File: config.mk
export PLATFORM = sky130hd
export DESIGN_NAME = ntir_ctrl
export DESIGN_NICKNAME = d
export VERILOG_FILES = /design/src/hdl/ntir_pkg.sv /design/src/hdl/ntir_ctrl.sv
export SDC_FILE = /design/constraint.sdc
export NUM_CORES = 1
export LEC_CHECK = 0
export BUFFER_PORTS_ARGS = -buffer_cell sky130_fd_sc_hd__buf_2
export CORE_AREA = 2 2 39 41
export CTS_CLUSTER_DIAMETER = 60
export CTS_CLUSTER_SIZE = 40
export DETAILED_ROUTE_END_ITERATION = 8
export DIE_AREA = 0 0 41 43
export PLACE_DENSITY = 0.53
export SLEW_MARGIN = 20
export SYNTH_ARGS = -nofsm -noshare
export SYNTH_HDL_FRONTEND = slang
export SYNTH_SLANG_ARGS = --single-unit
export TNS_END_PERCENT = 20
File: constraint.sdc
create_clock -name clk -period 2 [get_ports clk]
set_clock_uncertainty 0.05 [all_clocks]
set_input_delay 0.1 -clock clk [delete_from_list [all_inputs] [get_ports clk]]
set_output_delay 0.1 -clock clk [all_outputs]
set_load 0.05 [all_outputs]
File: src/hdl/ntir_pkg.sv
package ntir_pkg;

    // sizes fixed by the request fields
    localparam int NAME_BYTES         = 29;
    localparam int NAME_BITS          = 8 * NAME_BYTES;
    localparam int MAX_NAME_BYTES     = 29;
    localparam int DEF_TABLE_ENTRIES  = 32;

    localparam logic OP_LOOKUP   = 1'b0;
    localparam logic OP_REGISTER = 1'b1;

    localparam logic STATUS_OK   = 1'b0;
    localparam logic STATUS_FULL = 1'b1;

    typedef struct packed {
        logic        operation;
        logic [63:0] name_word0;
        logic [63:0] name_word1;
        logic [63:0] name_word2;
        logic [39:0] name_word3;
        logic [4:0]  name_length;
        logic [6:0]  requester_id;
    } req_t;

    typedef struct packed {
        logic [6:0] found_id;
        logic       found;
        logic       status;
    } rsp_t;

    // one table row as held in the entry ram
    typedef struct packed {
        logic [6:0]           owner_id;
        logic [4:0]           name_length;
        logic [NAME_BITS-1:0] name_bits;
    } entry_t;

    typedef enum logic [1:0] {
        REPLY_OK   = 2'd0,
        REPLY_FULL = 2'd1,
        REPLY_HIT  = 2'd2,
        REPLY_MISS = 2'd3
    } reply_t;

    typedef struct packed {
        logic   capture;
        logic   append;
        logic   scan_start;
        logic   scan_next;
        logic   reply;
        reply_t reply_kind;
    } cmd_t;

    typedef struct packed {
        logic is_register;
        logic full;
        logic empty;
        logic last;
        logic hit;
    } stat_t;

    // clamp the length and clear every byte past it
    function automatic entry_t clean_name(input req_t r);
        logic [NAME_BITS-1:0] raw;
        logic [4:0]           len;
        entry_t               e;
        raw = {r.name_word3, r.name_word2, r.name_word1, r.name_word0};
        len = (r.name_length > 5'(MAX_NAME_BYTES)) ? 5'(MAX_NAME_BYTES) : r.name_length;
        for (int b = 0; b < NAME_BYTES; b++)
        begin
            e.name_bits[8*b +: 8] = (5'(b) < len) ? raw[8*b +: 8] : 8'h00;
        end
        e.owner_id    = r.requester_id;
        e.name_length = len;
        return e;
    endfunction

endpackage

File: src/hdl/ntir_ctrl.sv
module ntir_ctrl (
    input  logic            clk,
    input  logic            rst_n,
    input  logic            start,
    output logic            busy,
    output logic            done,
    input  ntir_pkg::stat_t stat,
    output ntir_pkg::cmd_t  cmd
);

    typedef enum logic [1:0] {
        ST_IDLE = 2'b01,
        ST_SCAN = 2'b10
    } state_t;

    state_t state_reg, state_next;
    logic   done_reg, done_next;
    // pend: read data of the previous cycle is valid; last: it was the final used row
    logic   pend_reg, pend_next;
    logic   last_reg, last_next;

    always_comb
    begin
        state_next     = state_reg;
        done_next      = 1'b0;
        pend_next      = pend_reg;
        last_next      = last_reg;
        cmd            = '0;
        cmd.reply_kind = ntir_pkg::REPLY_OK;
        unique case (state_reg)
            ST_IDLE:
            begin
                pend_next = 1'b0;
                last_next = 1'b0;
                if (start)
                begin
                    done_next = 1'b1;
                    cmd.reply = 1'b1;
                    if (stat.is_register)
                    begin
                        if (stat.full)
                        begin
                            cmd.reply_kind = ntir_pkg::REPLY_FULL;
                        end
                        else
                        begin
                            cmd.append     = 1'b1;
                            cmd.reply_kind = ntir_pkg::REPLY_OK;
                        end
                    end
                    else if (stat.empty)
                    begin
                        cmd.reply_kind = ntir_pkg::REPLY_MISS;
                    end
                    else
                    begin
                        done_next      = 1'b0;
                        cmd.reply      = 1'b0;
                        cmd.capture    = 1'b1;
                        cmd.scan_start = 1'b1;
                        state_next     = ST_SCAN;
                    end
                end
            end
            ST_SCAN:
            begin
                cmd.scan_next = 1'b1;
                pend_next     = 1'b1;
                last_next     = stat.last;
                if (pend_reg && stat.hit)
                begin
                    cmd.reply      = 1'b1;
                    cmd.reply_kind = ntir_pkg::REPLY_HIT;
                    done_next      = 1'b1;
                    state_next     = ST_IDLE;
                end
                else if (pend_reg && last_reg)
                begin
                    cmd.reply      = 1'b1;
                    cmd.reply_kind = ntir_pkg::REPLY_MISS;
                    done_next      = 1'b1;
                    state_next     = ST_IDLE;
                end
            end
            default:
            begin
                state_next = ST_IDLE;
            end
        endcase
    end

    always_ff @(posedge clk or negedge rst_n)
    begin
        if (!rst_n)
        begin
            state_reg <= ST_IDLE;
            done_reg  <= 1'b0;
            pend_reg  <= 1'b0;
            last_reg  <= 1'b0;
        end
        else
        begin
            state_reg <= state_next;
            done_reg  <= done_next;
            pend_reg  <= pend_next;
            last_reg  <= last_next;
        end
    end

    assign busy = (state_reg != ST_IDLE);
    assign done = done_reg;

endmodule

==> results of run 1 <==
==> kinds of logic (layout without fill, tap and decap cells) <==
kind of cell	count (synthesis)	count (layout)	synth area share
flops	5	5	0.3569
compound gates	12	12	0.2120
mux	3	3	0.09540
simple gates	9	9	0.1555
fa+ha+maj	3	3	0.1060
buf+inv	5	24	0.07419
==> layout make-up <==
type,instances,area share
Sequential cell,5,0.2630
Multi-Input combinational cell,27,0.4297
Tap cell,16,0.04167
Timing Repair Buffer,17,0.1875
Clock buffer,4,0.05469
Inverter,3,0.02344
==> power by group <==
part	total (W)	switching, W	internal (W)
combinational	0.000407	0.000278	0.000128
clock	0.000113	0.0000375	0.0000752
sequential	0.000163	0.0000230	0.000140
==> metrics by stage <==
stage | setup slack [ps] | cells
6_report | 215.7 | 72
5_1_grt | 97.77 | 72
4_1_cts | 213.8 | 72
3_5_place_dp | 433.4 | 67
3_3_place_gp | 437.7 | 67
2_1_floorplan | -125.1 | 37
==> cell usage after synthesis <==
| cell | number | area, um2 |
|---|---|---|
| o21ai_1 | 3 | 15.01 |
| or3b_1 | 1 | 8.760 |
| nand4b_1 | 2 | 17.52 |
| inv_1 | 3 | 11.26 |
| a21oi_1 | 5 | 25.02 |
| o211ai_1 | 2 | 15.01 |
| nand3_1 | 1 | 5.000 |
| nand2_1 | 3 | 11.26 |
| buf_4 | 2 | 15.01 |
| nor3_1 | 1 | 5.000 |
| nor3b_1 | 1 | 7.510 |
| a21o_1 | 1 | 7.510 |
| dfstp_2 | 1 | 26.28 |
| a22oi_2 | 1 | 12.51 |
| dfrtp_1 | 4 | 100.1 |
| mux2_2 | 1 | 11.26 |
| mux2_1 | 2 | 22.52 |
| ha_1 | 3 | 37.54 |
==> timing repair <==
item	CTS	global route
setup endpoints to repair	0	0
hold buffers	1	0
hold endpoints to repair	5	0
setup buffers	0	0
==> layer usage <==
layer	vias up	track usage
li1	172	-
met1	141	0.1082
met2	11	0.1406
met3	2	0.01571
met4	0	0.1000
met5	-	0
==> worst paths after layout <==
check / slack, ps / from / to
worst max-delay path: 220 / state_reg[0] / cmd[0]
worst min-delay path: 70 / stat[1] / last_reg
worst max register to register: 440 / state_reg[0] / state_reg[1]
worst min register to register: 470 / state_reg[0] / state_reg[0]
max in group asynchronous: 1540 / rst_n / state_reg[0]
min in group asynchronous: 160 / rst_n / last_reg
==> layout by cell type, fill, tap and decap left out, types with 2 or more instances in the layout <==
cell type	instances
clkbuf_4	3
o21ai_1	3
buf_2	16
a21oi_1	5
o211ai_1	2
nand2_1	3
ha_1	3
dfrtp_1	4
nand4b_1	2
mux2_1	2
inv_1	3
==> worst max-delay path, cell delays in order (launching register included) <==
cell,delay [ps]
dfstp_2,540
inv_1,50
ha_1,370
a21oi_1,150
buf_2,280
==> qor.csv, run 1 <==
metric,value,unit
multi_input_area,206.4,um2
cts.path.max_buffers,2,
ys_ff_latch,5,
fin_crit_sh,0.8921,
maxCapViolCount,0,
reg2reg_depth,4,
cp.required,1850,ps
ctsResizeCount,0,
yosysSeqAreaShare,0.3569,
io_buffer_count,16,
power_density,1421,nW/um2
postSynthAreaPerCell,9.570,um2
worst-path-max-fanout,7,
p_total,0.0006825,W
m1WireLength,334,um
period_minus_slack,1784,ps
wire_per_inst,10.11,um
ant_nets,0,
cts.sinks,5,
insertion_delay,230,ps
fmax,0.5605,GHz
maxSlewViolCount,0,
stdcell_area,480.5,um2
cts.clk_slew.worst_paths,40,ps
drive_gt1_frac,0.4107,
num_io_pins,17,
critPathKind,flop to primary output,
drt-total-wl,728,um
grt_pass1_wl,1110,um
largest_register_ffs,2,
rows,14,
root_buffer,clkbuf_4,
n_antenna_cell,0,
post-route-util,0.3472,
hold_class,primary input to flop,
die_area,1763,um2
grt_max_degree,9,
wl_met2,343,um
start_util,0.2559,
holdWs,66.54,ps
grt_pass1_vias,305,
cts_made_buffers,3,
worst_slew_pin_slew,255.3,ps
fillers,161,
ys_types,18,
holdPathStages,3,
vias,326,
drc,0,
critPathCaptureType,primary output,
slew_headroom,0.8286,
setup_viol,0,
htreeDepth,1,
dieWidth,41,um
syn-num-nets,48,
max-vdd-ir-drop,0.0004409,V
areaGrowthSynthToFinish,35.69,%
die_h,43,um
cts_tree,done,
drt_iter0_drc,5,
p_leak,0.2461,nW
place_area,444.2,um2
core-area,1384,um2
setup_tns,0,ps
via_per_inst,4.528,
cp.arrival,1630,ps
final_nets,68,
hold_violations,0,
outcome,completed,
netlist_area,354.1,um2
gp_congestion,0.6831,
grt_setup_unrepaired,false,
seq_area,126.4,um2
dp_hpwl,598.3,um
worstSetupStartpointType,flop,
antenna_found_initial,0,
top_layer_used,met4,
track_usage,0.09697,
ys_warn_count,0,
syn_inst,37,
wl_met3,41,um
dr.pass1.iters,4,
grt-ovfl-total,0,
(Power assumes the default switching activity.)
==> run 2: changes to the inputs <==
Settings changed: BUFFER_PORTS_ARGS -buffer_cell sky130_fd_sc_hd__buf_2 to -buffer_cell sky130_fd_sc_hd__clkbuf_2.
==> run 2 against run 1 <==
  * Global-route usage rose by 0.91 points
  * Cell count did not move
  * Power barely moved
  * Highest routed layer is now met3
  * Clock-buffer cell count did not move
  * Flip-flop and latch count did not move
  * Critical endpoint unchanged
  * Largest power group unchanged
  * Die area did not move
==> qor.csv, run 2 (same netlist as run 1, synthesis figures left out) <==
metric,value,unit,change
reg2reg_depth,4,,unchanged
cts_tree,done,,unchanged
dieWidth,41,um,unchanged
wl_met3,46,um,was 41 um
rrSetupSlack,420,ps,was 440 ps
vias,326,,unchanged
rows,14,,unchanged
maxCapViolCount,0,,unchanged
areaGrowthSynthToFinish,35.69,%,unchanged
cts.sinks,5,,unchanged
final_nets,68,,unchanged
grt-ovfl-total,0,,unchanged
power_density,1421,nW/um2,about the same
dp_cells,67,,unchanged
final_cells,72,,unchanged
fin_crit_sh,0.9028,,was 0.8921
critical_path.max_stage_delay,530,ps,was 540 ps
post_cts_buffers,0,,unchanged
core-area,1384,um2,unchanged
slew_headroom,0.8158,,was 0.8286
root_buffer,clkbuf_4,,unchanged
slowest_stage,dfstp_2,,unchanged
layout_commonest_cell,clkbuf_2,,was buf_2
grt_max_degree,9,,unchanged
worst-path-max-fanout,7,,unchanged
largest_register_ffs,2,,unchanged
hold_buffers,1,,unchanged
layout_common_cells,"16 x clkbuf_2, 5 x a21oi_1, 4 x dfrtp_1",,"was 16 x buf_2, 5 x a21oi_1, 4 x dfrtp_1"
cp.arrival,1660,ps,was 1630 ps
insertion_delay,230,ps,about the same
r2r-end,state_reg[1],,unchanged
track_usage,0.1061,,was 0.09697
cts.clk_slew.worst_paths,40,ps,about the same
pre_cts_slack,423.0,ps,was 433.4 ps
htreeDepth,1,,unchanged
num_io_pins,17,,unchanged
worst_slack,194.4,ps,was 215.7 ps
grt_setup_unrepaired,false,,unchanged
io_buffer_count,16,,unchanged
crit_family,flip-flops,,unchanged
die_area,1763,um2,unchanged
holdPathStages,3,,unchanged
wire_per_inst,10.22,um,was 10.11 um
hp-start,stat[1],,unchanged
setup_viol,0,,unchanged
ctsResizeCount,0,,unchanged
critPathCaptureType,primary output,,unchanged
n_antenna_cell,0,,unchanged
drc,0,,unchanged
dr.pass1.iters,4,,unchanged
wl_met2,385,um,was 343 um
max-vdd-ir-drop,0.0004366,V,was 0.0004409 V
p_leak,0.2415,nW,was 0.2461 nW
fmax,0.5538,GHz,was 0.5605 GHz
path_buf_inv,2,,unchanged
outcome,completed,,unchanged
crit_chain,inv_1 -> ha_1 -> a21oi_1 -> clkbuf_2,,was inv_1 -> ha_1 -> a21oi_1 -> buf_2
via_per_inst,4.528,,unchanged
maxSlewViolCount,0,,unchanged
cts_made_buffers,3,,unchanged
start_util,0.2559,,unchanged
ant_nets,0,,unchanged
worstSetupStartpointType,flop,,unchanged
drive_gt1_frac,0.4107,,unchanged
drt_iter0_drc,1,,was 5
cp.required,1850,ps,about the same
critPathKind,flop to primary output,,unchanged
worst_slew_pin_slew,277.5,ps,was 255.3 ps
grt_pass1_vias,320,,was 305
period_minus_slack,1806,ps,was 1784 ps
r2r-start,state_reg[0],,unchanged
antenna_found_initial,0,,unchanged
drt-total-wl,736,um,was 728 um
cts.path.max_buffers,2,,unchanged
top_layer_used,met3,,was met4
die_h,43,um,unchanged
hold_violations,0,,unchanged
gp_congestion,0.6541,,was 0.6831
m1WireLength,305,um,was 334 um
holdPathEnd,last_reg,,unchanged
hold_class,primary input to flop,,unchanged
grt_pass1_wl,1193,um,was 1110 um
==> run 2: cell types whose count changed in the layout (fill, tap and decap cells not counted) <==
| cell | previous run | this run |
|---|---|---|
| clkbuf_2 | 0 | 16 |
| buf_2 | 16 | 0 |
==> run 2: area by class of cell <==
cell class | instances | area, um2
Sequential cell | 5 | 126.4
Multi-Input combinational cell | 27 | 206.4
Inverter | 3 | 11.26
Fill cell | 152 | 903.4
Tap cell | 16 | 20.02
Timing Repair Buffer | 17 | 90.09
Clock buffer | 4 | 26.28
==> run 2: power breakdown <==
part           switching (W)  internal, W
Combinational       0.000282     0.000127
Sequential         0.0000226     0.000140
Clock              0.0000367    0.0000751
Total               0.000341     0.000342
==> run 2: how the worst max path moves through the flow <==
stage / slack [ps] / cells after the start / end / startpoint
final: 190 / 4 / cmd[0] / state_reg[0]
after detailed placement: 420 / 4 / state_reg[1] / state_reg[0]
after CTS: 180 / 4 / cmd[0] / state_reg[0]
after global placement: 440 / 4 / state_reg[1] / state_reg[0]
after floorplan: -130 / 3 / cmd[5] / state_reg[0]
after global routing: 50 / 4 / cmd[0] / state_reg[0]
==> run 2: worst reg2reg max path, stage by stage, from the launching register on <==
cell	delay, ps
dfstp_2	530
inv_1	60
ha_1	290
a22oi_2	180
mux2_1	350
==> run 2: layer usage <==
| metal | track usage | vias up |
|---|---|---|
| li1 | - | 171 |
| met1 | 0.1115 | 144 |
| met2 | 0.1563 | 11 |
| met3 | 0.03141 | 0 |
| met4 | 0.1000 | 0 |
| met5 | 0 | - |
==> run 2: per-stage QoR <==
stage / hold slack [ps] / setup TNS [ps] / util / power, W / cell area [um2]
4_1_cts: 33.59 / 0 / 0.3472 / 0.0006942 / 480.5
2_1_floorplan: -245.6 / -125.1 / - / 0.0004965 / 359.1
6_report: 38.71 / 0 / 0.3472 / 0.0006829 / 480.5
3_5_place_dp: -128.3 / 0 / 0.3210 / 0.0005750 / 444.2
5_1_grt: 53.35 / 0 / 0.3472 / 0.0007402 / 480.5
3_3_place_gp: -129.3 / 0 / 0.3210 / 0.0005746 / 444.2
==> run 3: changes to the inputs <==
Settings changed: PLACE_DENSITY 0.53 to unset, PLACE_DENSITY_LB_ADDON set to 0.1, SLEW_MARGIN 20 to unset.
==> run 3 against run 2 <==
  * Cell count unchanged
  * Critical path depth unchanged
  * Sequential share of layout area unchanged
  * First-iteration DRC count unchanged
  * Critical path type unchanged
==> qor.csv, run 3 (same netlist as run 1, synthesis figures left out) <==
metric,value,unit,change
holdPathEnd,last_reg,,unchanged
worst-path-max-fanout,7,,unchanged
grt-ovfl-total,0,,unchanged
holdPathStages,3,,unchanged
multi_input_area,206.4,um2,unchanged
die_area,1763,um2,unchanged
wire_per_inst,9.611,um,was 10.22 um
critPathCaptureType,primary output,,unchanged
hp-start,stat[1],,unchanged
largest_register_ffs,2,,unchanged
worstSetupStartpointType,flop,,unchanged
max-vdd-ir-drop,0.0007345,V,was 0.0004366 V
holdWs,28.59,ps,was 38.71 ps
start_util,0.2559,,unchanged
htreeDepth,1,,unchanged
layout_common_cells,"16 x clkbuf_2, 5 x a21oi_1, 4 x dfrtp_1",,unchanged
num_io_pins,17,,unchanged
critPathKind,flop to primary output,,unchanged
r2r-start,state_reg[0],,unchanged
setup_viol,0,,unchanged
io_buffer_count,16,,unchanged
core-area,1384,um2,unchanged
n_antenna_cell,0,,unchanged
drc,0,,unchanged
die_h,43,um,unchanged
via_per_inst,4.583,,was 4.528
drt-total-wl,692,um,was 736 um
maxCapViolCount,0,,unchanged
dp_hpwl,598,um,
layout_commonest_cell,clkbuf_2,,unchanged
maxSlewViolCount,0,,unchanged
cp.required,1850,ps,about the same
ant_nets,0,,unchanged
dr.pass1.iters,3,,was 4
reg2reg_depth,4,,unchanged
ctsResizeCount,0,,unchanged
cts.clk_slew.worst_paths,40,ps,about the same
dieWidth,41,um,unchanged
insertion_delay,240,ps,was 230 ps
areaGrowthSynthToFinish,35.69,%,unchanged
dp_cells,67,,unchanged
post-route-util,0.3472,,unchanged
cts.path.max_buffers,2,,unchanged
grt_max_degree,9,,unchanged
period_minus_slack,1798,ps,was 1806 ps
rows,14,,unchanged
hold_class,primary input to flop,,unchanged
fin_crit_sh,0.8992,,was 0.9028
power_density,1423,nW/um2,was 1421 nW/um2
antenna_found_initial,0,,unchanged
grt_pass1_vias,286,,was 320
track_usage,0.09192,,was 0.1061
vias,330,,was 326
root_buffer,clkbuf_4,,unchanged
outcome,completed,,unchanged
final_cells,72,,unchanged
fillers,150,,was 152
hold_violations,0,,unchanged
grt_setup_unrepaired,false,,unchanged
grt_pass1_wl,1076,um,was 1193 um
gp_congestion,0.6335,,was 0.6541
rrSetupSlack,420,ps,about the same
worst_slew_pin_slew,279.3,ps,was 277.5 ps
drive_gt1_frac,0.4107,,unchanged
seq_area,126.4,um2,unchanged
drt_iter0_drc,1,,unchanged
r2r-end,state_reg[1],,unchanged
slew_headroom,0.8138,,was 0.8158
cts_made_buffers,3,,unchanged
p_leak,0.2415,nW,unchanged
fmax,0.5561,GHz,was 0.5538 GHz
final_nets,68,,unchanged
cts_tree,done,,unchanged
cp.arrival,1650,ps,was 1660 ps
cts.sinks,5,,unchanged
-- run 3: cell counts in the layout (fill, tap and decap cells not counted) --
No cell type changed its count.
-- run 3: worst max path at each step --
stage | from | end | slack, ps | cells past startpoint
5_1_grt | state_reg[0] | cmd[2] | 90 | 5
6_report | state_reg[0] | cmd[1] | 200 | 4
2_1_floorplan | state_reg[0] | cmd[5] | -130 | 3
3_5_place_dp | state_reg[0] | state_reg[1] | 420 | 4
4_1_cts | state_reg[0] | cmd[2] | 180 | 4
3_3_place_gp | state_reg[0] | state_reg[1] | 440 | 4
-- run 3: metal layers --
metal | part of all wire | vias up | global-route usage
met5 | 0 | - | 0
met4 | 0 | 0 | 0.04000
met3 | 0.049 | 0 | 0.05236
met2 | 0.50 | 6 | 0.1219
met1 | 0.45 | 153 | 0.1180
li1 | - | 171 | -
-- run 3: power breakdown --
part           leakage, nW  switching (W)  internal [W]
sequential          0.0636      0.0000246      0.000140
combinational        0.163       0.000279      0.000127
clock               0.0150      0.0000385     0.0000753
-- run 3: metrics by stage --
stage,TNS (ps),total power [W],instance area [um2],worst slack (ps)
floorplan,-125.1,0.0004965,359.1,-125.1
global placement,0,0.0005778,444.2,437.6
detailed placement,0,0.0005764,444.2,422.2
CTS,0,0.0006968,480.5,179.0
global route,0,0.0007361,480.5,88.04
finish,0,0.0006838,480.5,201.6
-- run 3: cell type report --
type,count,area share
sequential,5,0.2630
clock buffer,4,0.05469
multi-input combinational,27,0.4297
inverter,3,0.02344
timing repair buffer,17,0.1875
tap,16,0.04167
-- run 3: critical path, stage by stage (launching register included) --
cell	delay [ps]
dfstp_2	540
inv_1	60
ha_1	370
a21oi_1	150
clkbuf_2	290
-- run 3: timing repair --
action / CTS / global route
hold buffers: 1 / 0
hold endpoints to repair: 5 / 0
setup buffers: 0 / 0
